File: src/design/ppp_pkg.sv
// ----------------------------------------------------------------------------
// Pinhole projection package
// Register map, configuration and sideband types, and saturation helpers.
// ----------------------------------------------------------------------------
`default_nettype none

package ppp_pkg;

  // Restoring divider: one quotient bit per pipeline stage.
  localparam int DIV_STEPS = 64;

  // Quotient magnitude cap, 2^40.
  localparam logic [40:0] QUO_CAP = 41'(64'd1 << 40);

  // Register map, one register every eight bytes.
  typedef enum logic [2:0] {
    REG_ROT0  = 3'd0,
    REG_ROT1  = 3'd1,
    REG_ROT2  = 3'd2,
    REG_TXY   = 3'd3,
    REG_TZ    = 3'd4,
    REG_FOCAL = 3'd5,
    REG_PP    = 3'd6,
    REG_SKEW  = 3'd7
  } reg_idx_t;

  // Reset values: identity rotation, unit focal lengths.
  localparam logic [47:0] ROT0_RST  = 48'h0000_0000_4000;
  localparam logic [47:0] ROT1_RST  = 48'h0000_4000_0000;
  localparam logic [47:0] ROT2_RST  = 48'h4000_0000_0000;
  localparam logic [63:0] FOCAL_RST = 64'h0001_0000_0001_0000;

  typedef struct packed {
    logic [47:0] rot0;
    logic [47:0] rot1;
    logic [47:0] rot2;
    logic [63:0] txy;
    logic [31:0] tz;
    logic [63:0] focal;
    logic [63:0] pp;
    logic [31:0] skew;
  } cfg_t;

  // Per-item status that rides alongside the divider.
  typedef struct packed {
    logic        neg_u;
    logic        neg_v;
    logic        sat;
    logic        zero;
    logic [31:0] depth;
  } side_t;

  function automatic logic signed [31:0] sat32(input logic signed [63:0] v);
    logic signed [31:0] res;
    if (v > 64'sd2147483647) begin
      res = 32'sh7FFF_FFFF;
    end else if (v < -64'sd2147483648) begin
      res = 32'sh8000_0000;
    end else begin
      res = v[31:0];
    end
    return res;
  endfunction

  function automatic logic ovf32(input logic signed [63:0] v);
    return (v > 64'sd2147483647) || (v < -64'sd2147483648);
  endfunction

endpackage

`default_nettype wire

File: src/design/ppp_regs.sv
// ----------------------------------------------------------------------------
// Pinhole projection registers
// APB-style register file holding pose and intrinsic parameters.
// ----------------------------------------------------------------------------
`default_nettype none

module ppp_regs (
  input  wire logic         clk,
  input  wire logic         rst_n,
  input  wire logic         psel,
  input  wire logic         penable,
  input  wire logic         pwrite,
  input  wire logic [5:0]   paddr,
  input  wire logic [63:0]  pwdata,
  output      logic [63:0]  prdata,
  output      logic         pready,
  output      ppp_pkg::cfg_t cfg
);

  ppp_pkg::cfg_t    cfg_r;
  ppp_pkg::reg_idx_t idx;
  logic             wr_en;

  assign idx    = ppp_pkg::reg_idx_t'(paddr[5:3]);
  assign wr_en  = psel && penable && pwrite;
  assign pready = 1'b1;
  assign cfg    = cfg_r;

  // Register writes.
  always_ff @(posedge clk) begin
    if (!rst_n) begin
      cfg_r.rot0  <= ppp_pkg::ROT0_RST;
      cfg_r.rot1  <= ppp_pkg::ROT1_RST;
      cfg_r.rot2  <= ppp_pkg::ROT2_RST;
      cfg_r.txy   <= '0;
      cfg_r.tz    <= '0;
      cfg_r.focal <= ppp_pkg::FOCAL_RST;
      cfg_r.pp    <= '0;
      cfg_r.skew  <= '0;
    end else if (wr_en) begin
      unique case (idx)
        ppp_pkg::REG_ROT0:  cfg_r.rot0  <= pwdata[47:0];
        ppp_pkg::REG_ROT1:  cfg_r.rot1  <= pwdata[47:0];
        ppp_pkg::REG_ROT2:  cfg_r.rot2  <= pwdata[47:0];
        ppp_pkg::REG_TXY:   cfg_r.txy   <= pwdata;
        ppp_pkg::REG_TZ:    cfg_r.tz    <= pwdata[31:0];
        ppp_pkg::REG_FOCAL: cfg_r.focal <= pwdata;
        ppp_pkg::REG_PP:    cfg_r.pp    <= pwdata;
        ppp_pkg::REG_SKEW:  cfg_r.skew  <= pwdata[31:0];
        default: ;
      endcase
    end
  end

  // Read data mux.
  always_comb begin
    unique case (idx)
      ppp_pkg::REG_ROT0:  prdata = 64'(cfg_r.rot0);
      ppp_pkg::REG_ROT1:  prdata = 64'(cfg_r.rot1);
      ppp_pkg::REG_ROT2:  prdata = 64'(cfg_r.rot2);
      ppp_pkg::REG_TXY:   prdata = cfg_r.txy;
      ppp_pkg::REG_TZ:    prdata = 64'(cfg_r.tz);
      ppp_pkg::REG_FOCAL: prdata = cfg_r.focal;
      ppp_pkg::REG_PP:    prdata = cfg_r.pp;
      ppp_pkg::REG_SKEW:  prdata = 64'(cfg_r.skew);
      default:            prdata = '0;
    endcase
  end

endmodule

`default_nettype wire

File: config.mk
export PLATFORM = sky130hd
export DESIGN_NAME = ppp_regs
export DESIGN_NICKNAME = d
export VERILOG_FILES = /design/src/design/ppp_pkg.sv /design/src/design/ppp_regs.sv
export SDC_FILE = /design/constraint.sdc
export NUM_CORES = 1
export LEC_CHECK = 0
export BUFFER_PORTS_ARGS = -buffer_cell sky130_fd_sc_hd__buf_2
export CORE_AREA = 2 2 211 213
export DETAILED_ROUTE_END_ITERATION = 6
export DIE_AREA = 0 0 213 215
export GPL_TIMING_DRIVEN = 0
export PLACE_DENSITY_LB_ADDON = 0.2
export SETUP_SLACK_MARGIN = 0.15
export SLEW_MARGIN = 0
export SYNTH_ARGS = -nofsm -noshare
export SYNTH_HDL_FRONTEND = slang
export SYNTH_SLANG_ARGS = --single-unit
File: constraint.sdc
create_clock -name clk -period 3 [get_ports clk]
set_input_delay 0.6 -clock clk [delete_from_list [all_inputs] [get_ports clk]]
set_output_delay 0.6 -clock clk [all_outputs]
set_load 0.05 [all_outputs]
After elaboration in Yosys (flattened, before gate mapping)
Index checks and enable logic that the tools add are counted.
- output and inout port bits: 465
- register bits after elaboration: 400
- logic and storage cells: 27
- bits of input ports: 75
- reductions and logical operators: 11
- eq/ne operators: 7
- muxes and demuxes: 1
- operators with widths (kind ; number):
    $pmux W64 S8 ; 1
    $reduce_and A2 Y1 ; 8
    $eq A3 B3 Y1 const B ; 4
    $eq A3 B2 Y1 const B ; 2
    $eq A3 B1 Y1 const B ; 1
    $logic_not A3 Y1 ; 1
    $logic_and A1 B1 Y1 ; 2

Logic depth before layout (Yosys ltp)
- depth in word-level cells: 3
- gate-level depth with buffers: 7
- depth with buffers taken out: 3

Worst setup path before layout
Ideal clock, no wire load.
- kind: input-to-output
- start point: input port paddr[3]
- end point: output port prdata[49]
- data required time: 2400 ps
- setup slack: 6 ps
- cell stages on the path: 7
- buffers on the path: 4
- arrival: 2394 ps
- cell sequence: buf_2 > buf_2 > nor2b_1 > buf_4 > buf_4 > a22oi_1 > o2bb2ai_1
- word-level cells in the longest chain between the ends: 2
- elaborated cells on any way between the ends: 9
- those cells by class: eq/ne: 7; mux: 1; reduce/logical: 1
- ends and longest elaborated chain (what ; RTL line ; source):
    start: declaration ; ppp_regs.sv:13 ; input wire logic [5:0] paddr,
    $eq A3 B3 Y1 (tied with other cells) ; ppp_regs.sv:57 ; unique case (idx)
    $pmux W64 S8 * ; ppp_regs.sv:57 ;
    end: declaration ; ppp_regs.sv:15 ; output logic [63:0] prdata,
Mark *: on every way between the ends. The rest lies on a longest branch, timed or not.

Worst setup path in the final report
- start point: input port paddr[3]
- end point: output port prdata[0]
Same word-level chain as after synthesis.

==> impl_metrics.json <==
{
  "path_max_fanout": 10,
  "io_buffers": 534,
  "route.detailed.drc": 0,
  "synth.area.mux_share_pct": 25.64,
  "maxSlewViolCount": 0,
  "ant_nets": 0,
  "run_status": "completed",
  "io_pins": 540,
  "grt_pass1_vias": 16480,
  "drt_pre_antenna_iters": 6,
  "grt_usage_pct": 34.29,
  "cts-root-buf": "clkbuf_16",
  "hold_class": "input pin to flip-flop",
  "yosys.area_share.adder_pct": 0,
  "max_slew_margin_pct": 31.40,
  "post-dp-hpwl_mm": 57.48,
  "worstRegToRegCells": 2,
  "arrival_ns": 2.24,
  "totalWireLength_mm": 81.52,
  "yosys.area_share.simple_pct": 13.25,
  "synth_top_family_by_area": "multiplexers",
  "cts_hold_buf": 0,
  "rsz0062_at_grt": "false",
  "syn_area_mm2": 0.01761,
  "async_reset_ff_share_pct": 0,
  "wire_per_inst_um": 26.82,
  "min_path_cells": 3,
  "synth_edf_count": 0,
  "clock.fmax_mhz": 352.3,
  "drive_gt1_share_pct": 30.29,
  "largest_reg_flops": 400,
  "numCtsBuffers": 44,
  "synth.top_cell.area_share_pct": 45.48,
  "ys_seq_area_share_pct": 45.48,
  "ys_warn_count": 0,
  "power_density_mw_per_mm2": 522.7,
  "synth_area_leader_cell": "dfxtp_1",
  "antenna_found_initial": 6,
  "r2r_end": "cfg[144]$_SDFFE_PN1P_",
  "maxCapViolCount": 0,
  "cts_buffer_depth": 3,
  "nets": 2494,
  "clk_latency_ns": 0.57,
  "grt_max_degree": 13,
  "synth_area_per_cell_um2": 9.589,
  "synth_ff_type": "dfxtp_1",
  "finalHoldWorstSlack_ns": 0.3363,
  "period_share_pct": 94.62,
  "vdd_drop_max_uv": 365.3,
  "routed_via_density": 5.643,
  "hold_violations": 0,
  "endpoint_kind": "output port",
  "clkTransAtPathRegs_ns": 0.06,
  "grt_first_pass_wirelength_mm": 114.4,
  "ys_ff_latch": 400,
  "fin_util_pct": 52.56,
  "grt_overflow": 0,
  "critical_path_class": "input pin to output port",
  "die_area_mm2": 0.04580,
  "period_minus_slack_ns": 2.839,
  "fin_skew_ns": 0,
  "crit_path_start_kind": "input pin",
  "synthCells": 1836,
  "synthTopCellsByArea": "dfxtp_1 45%, mux2i_1 26%, nand2_1 10%, clkbuf_1 1.7%, o32a_1 1.6%",
  "core-area_mm2": 0.04364,
  "drtIter0Drc": 1711,
  "gp_congestion": 0.8711,
  "cts_sinks": 400,
  "setup_viol": 0,
  "fp-row-count": 77,
  "htreeDepth": 2,
  "final_common_cell": "buf_2",
  "die_x_um": 213,
  "min-delay-start": "pwdata[14]",
  "timing.rr.start": "cfg[144]$_SDFFE_PN1P_",
  "synth_compound_area_share_pct": 10.45,
  "synth_xor_area_share_pct": 0,
  "tightest_slew_ns": 1.025,
  "syn_nets": 1911,
  "area_growth_syn_to_layout_pct": 30.30,
  "min_to": "cfg[366]$_SDFFE_PN1P_",
  "p_leak_nw": 9.757,
  "reg2reg_setup_slack_ns": 2.21,
  "die_h_um": 215,
  "synth.distinct_cells": 40,
  "layout_common_cells": "523 x buf_2, 488 x nand2_1, 451 x mux2i_1, 400 x dfxtp_1, 63 x clkbuf_1",
  "cts_tree": "yes",
  "n_fill_cell": 4147,
  "tns_ns": 0,
  "initial_core_util_pct": 40.34,
  "cp-startpoint": "paddr[3]",
  "vias": 17160,
  "worstPathRequired_ns": 2.40
}
[layout make-up]
class	count	area (um^2)	share of cell area [%]
multi-input cells	1244	8852	38.59
flip-flops and latches	400	8008	34.91
repair buffers	537	2801	12.21
clock buffers	62	1271	5.541
plain buffers	156	1036	4.516
well taps	592	740.7	3.229
inverters	36	138.9	0.6054
clock inverters	8	80.08	0.3491
diodes	5	12.51	0.05454
[cells in the mapped netlist, types with 2 or more instances]
cell,instances
o221a_2,4
o32ai_1,29
clkbuf_1,81
buf_6,8
o311ai_0,3
a2bb2oi_1,16
buf_4,21
nand2b_1,5
inv_1,35
and3_1,2
a221oi_1,3
mux2i_1,451
o21ai_0,15
nor2_1,14
nor2_2,3
o2bb2ai_1,28
buf_2,39
buf_1,7
a221o_1,4
nor2b_1,45
nor2_4,2
nand2_1,488
a22o_1,28
dfxtp_1,400
o32a_1,29
a22oi_1,28
o22ai_1,32
or3_1,2
o22a_1,3
[cell families after synthesis]
kind of cell           count (synthesis)
muxes                                451
AOI/OAI and AO/OA                    224
other                                  1
buffers and inverters                192
and+or+nand+nor                      568
DFF                                  400
[critical path: stages]
cell,delay [ns]
buf_2,0.11
buf_6,0.15
and3b_1,0.18
buf_6,0.17
buf_6,0.18
a22o_1,0.24
o32a_1,0.36
buf_2,0.22
[power by group]
group	internal [mW]	leakage [nW]	switching, mW
sequential	5.35	3.22	0.0365
combinational	0.346	5.87	0.985
clock	3.01	0.667	2.26
[how the worst max path moves through the flow]
stage | endpoint | slack, ns
floorplan | prdata[52] | 0.16
global placement | prdata[8] | -0.59
global route | prdata[25] | 0.15
detailed placement | prdata[60] | -0.70
CTS | prdata[18] | 0.13
finish | prdata[0] | 0.16
[per-layer routing]
layer	GRT usage, %	routed length, um	vias to the layer above
met3	7.467	7192	170
met4	13.92	3333	0
met5	0	0	-
met2	54.78	37520	979
li1	-	-	7574
met1	44.77	33480	8433
[through the flow]
stage               power (mW)  instances  instance area [um^2]  setup WS (ns)
CTS                      11.98       3035                 22860         0.1333
global placement         6.735       2962                 21140        -0.5934
floorplan                6.264       1836                 17730         0.1573
global route             12.24       3039                 22940         0.1497
detailed placement       6.745       2962                 21140        -0.6950
finish                   11.99       3040                 22940         0.1613
[what timing repair did]
action,in CTS,in global routing
gates resized for setup,140,36
setup endpoints to repair,64,58
pin swaps,1,2
buffers inserted,3,0
Power figures use the tool's default switching activity.
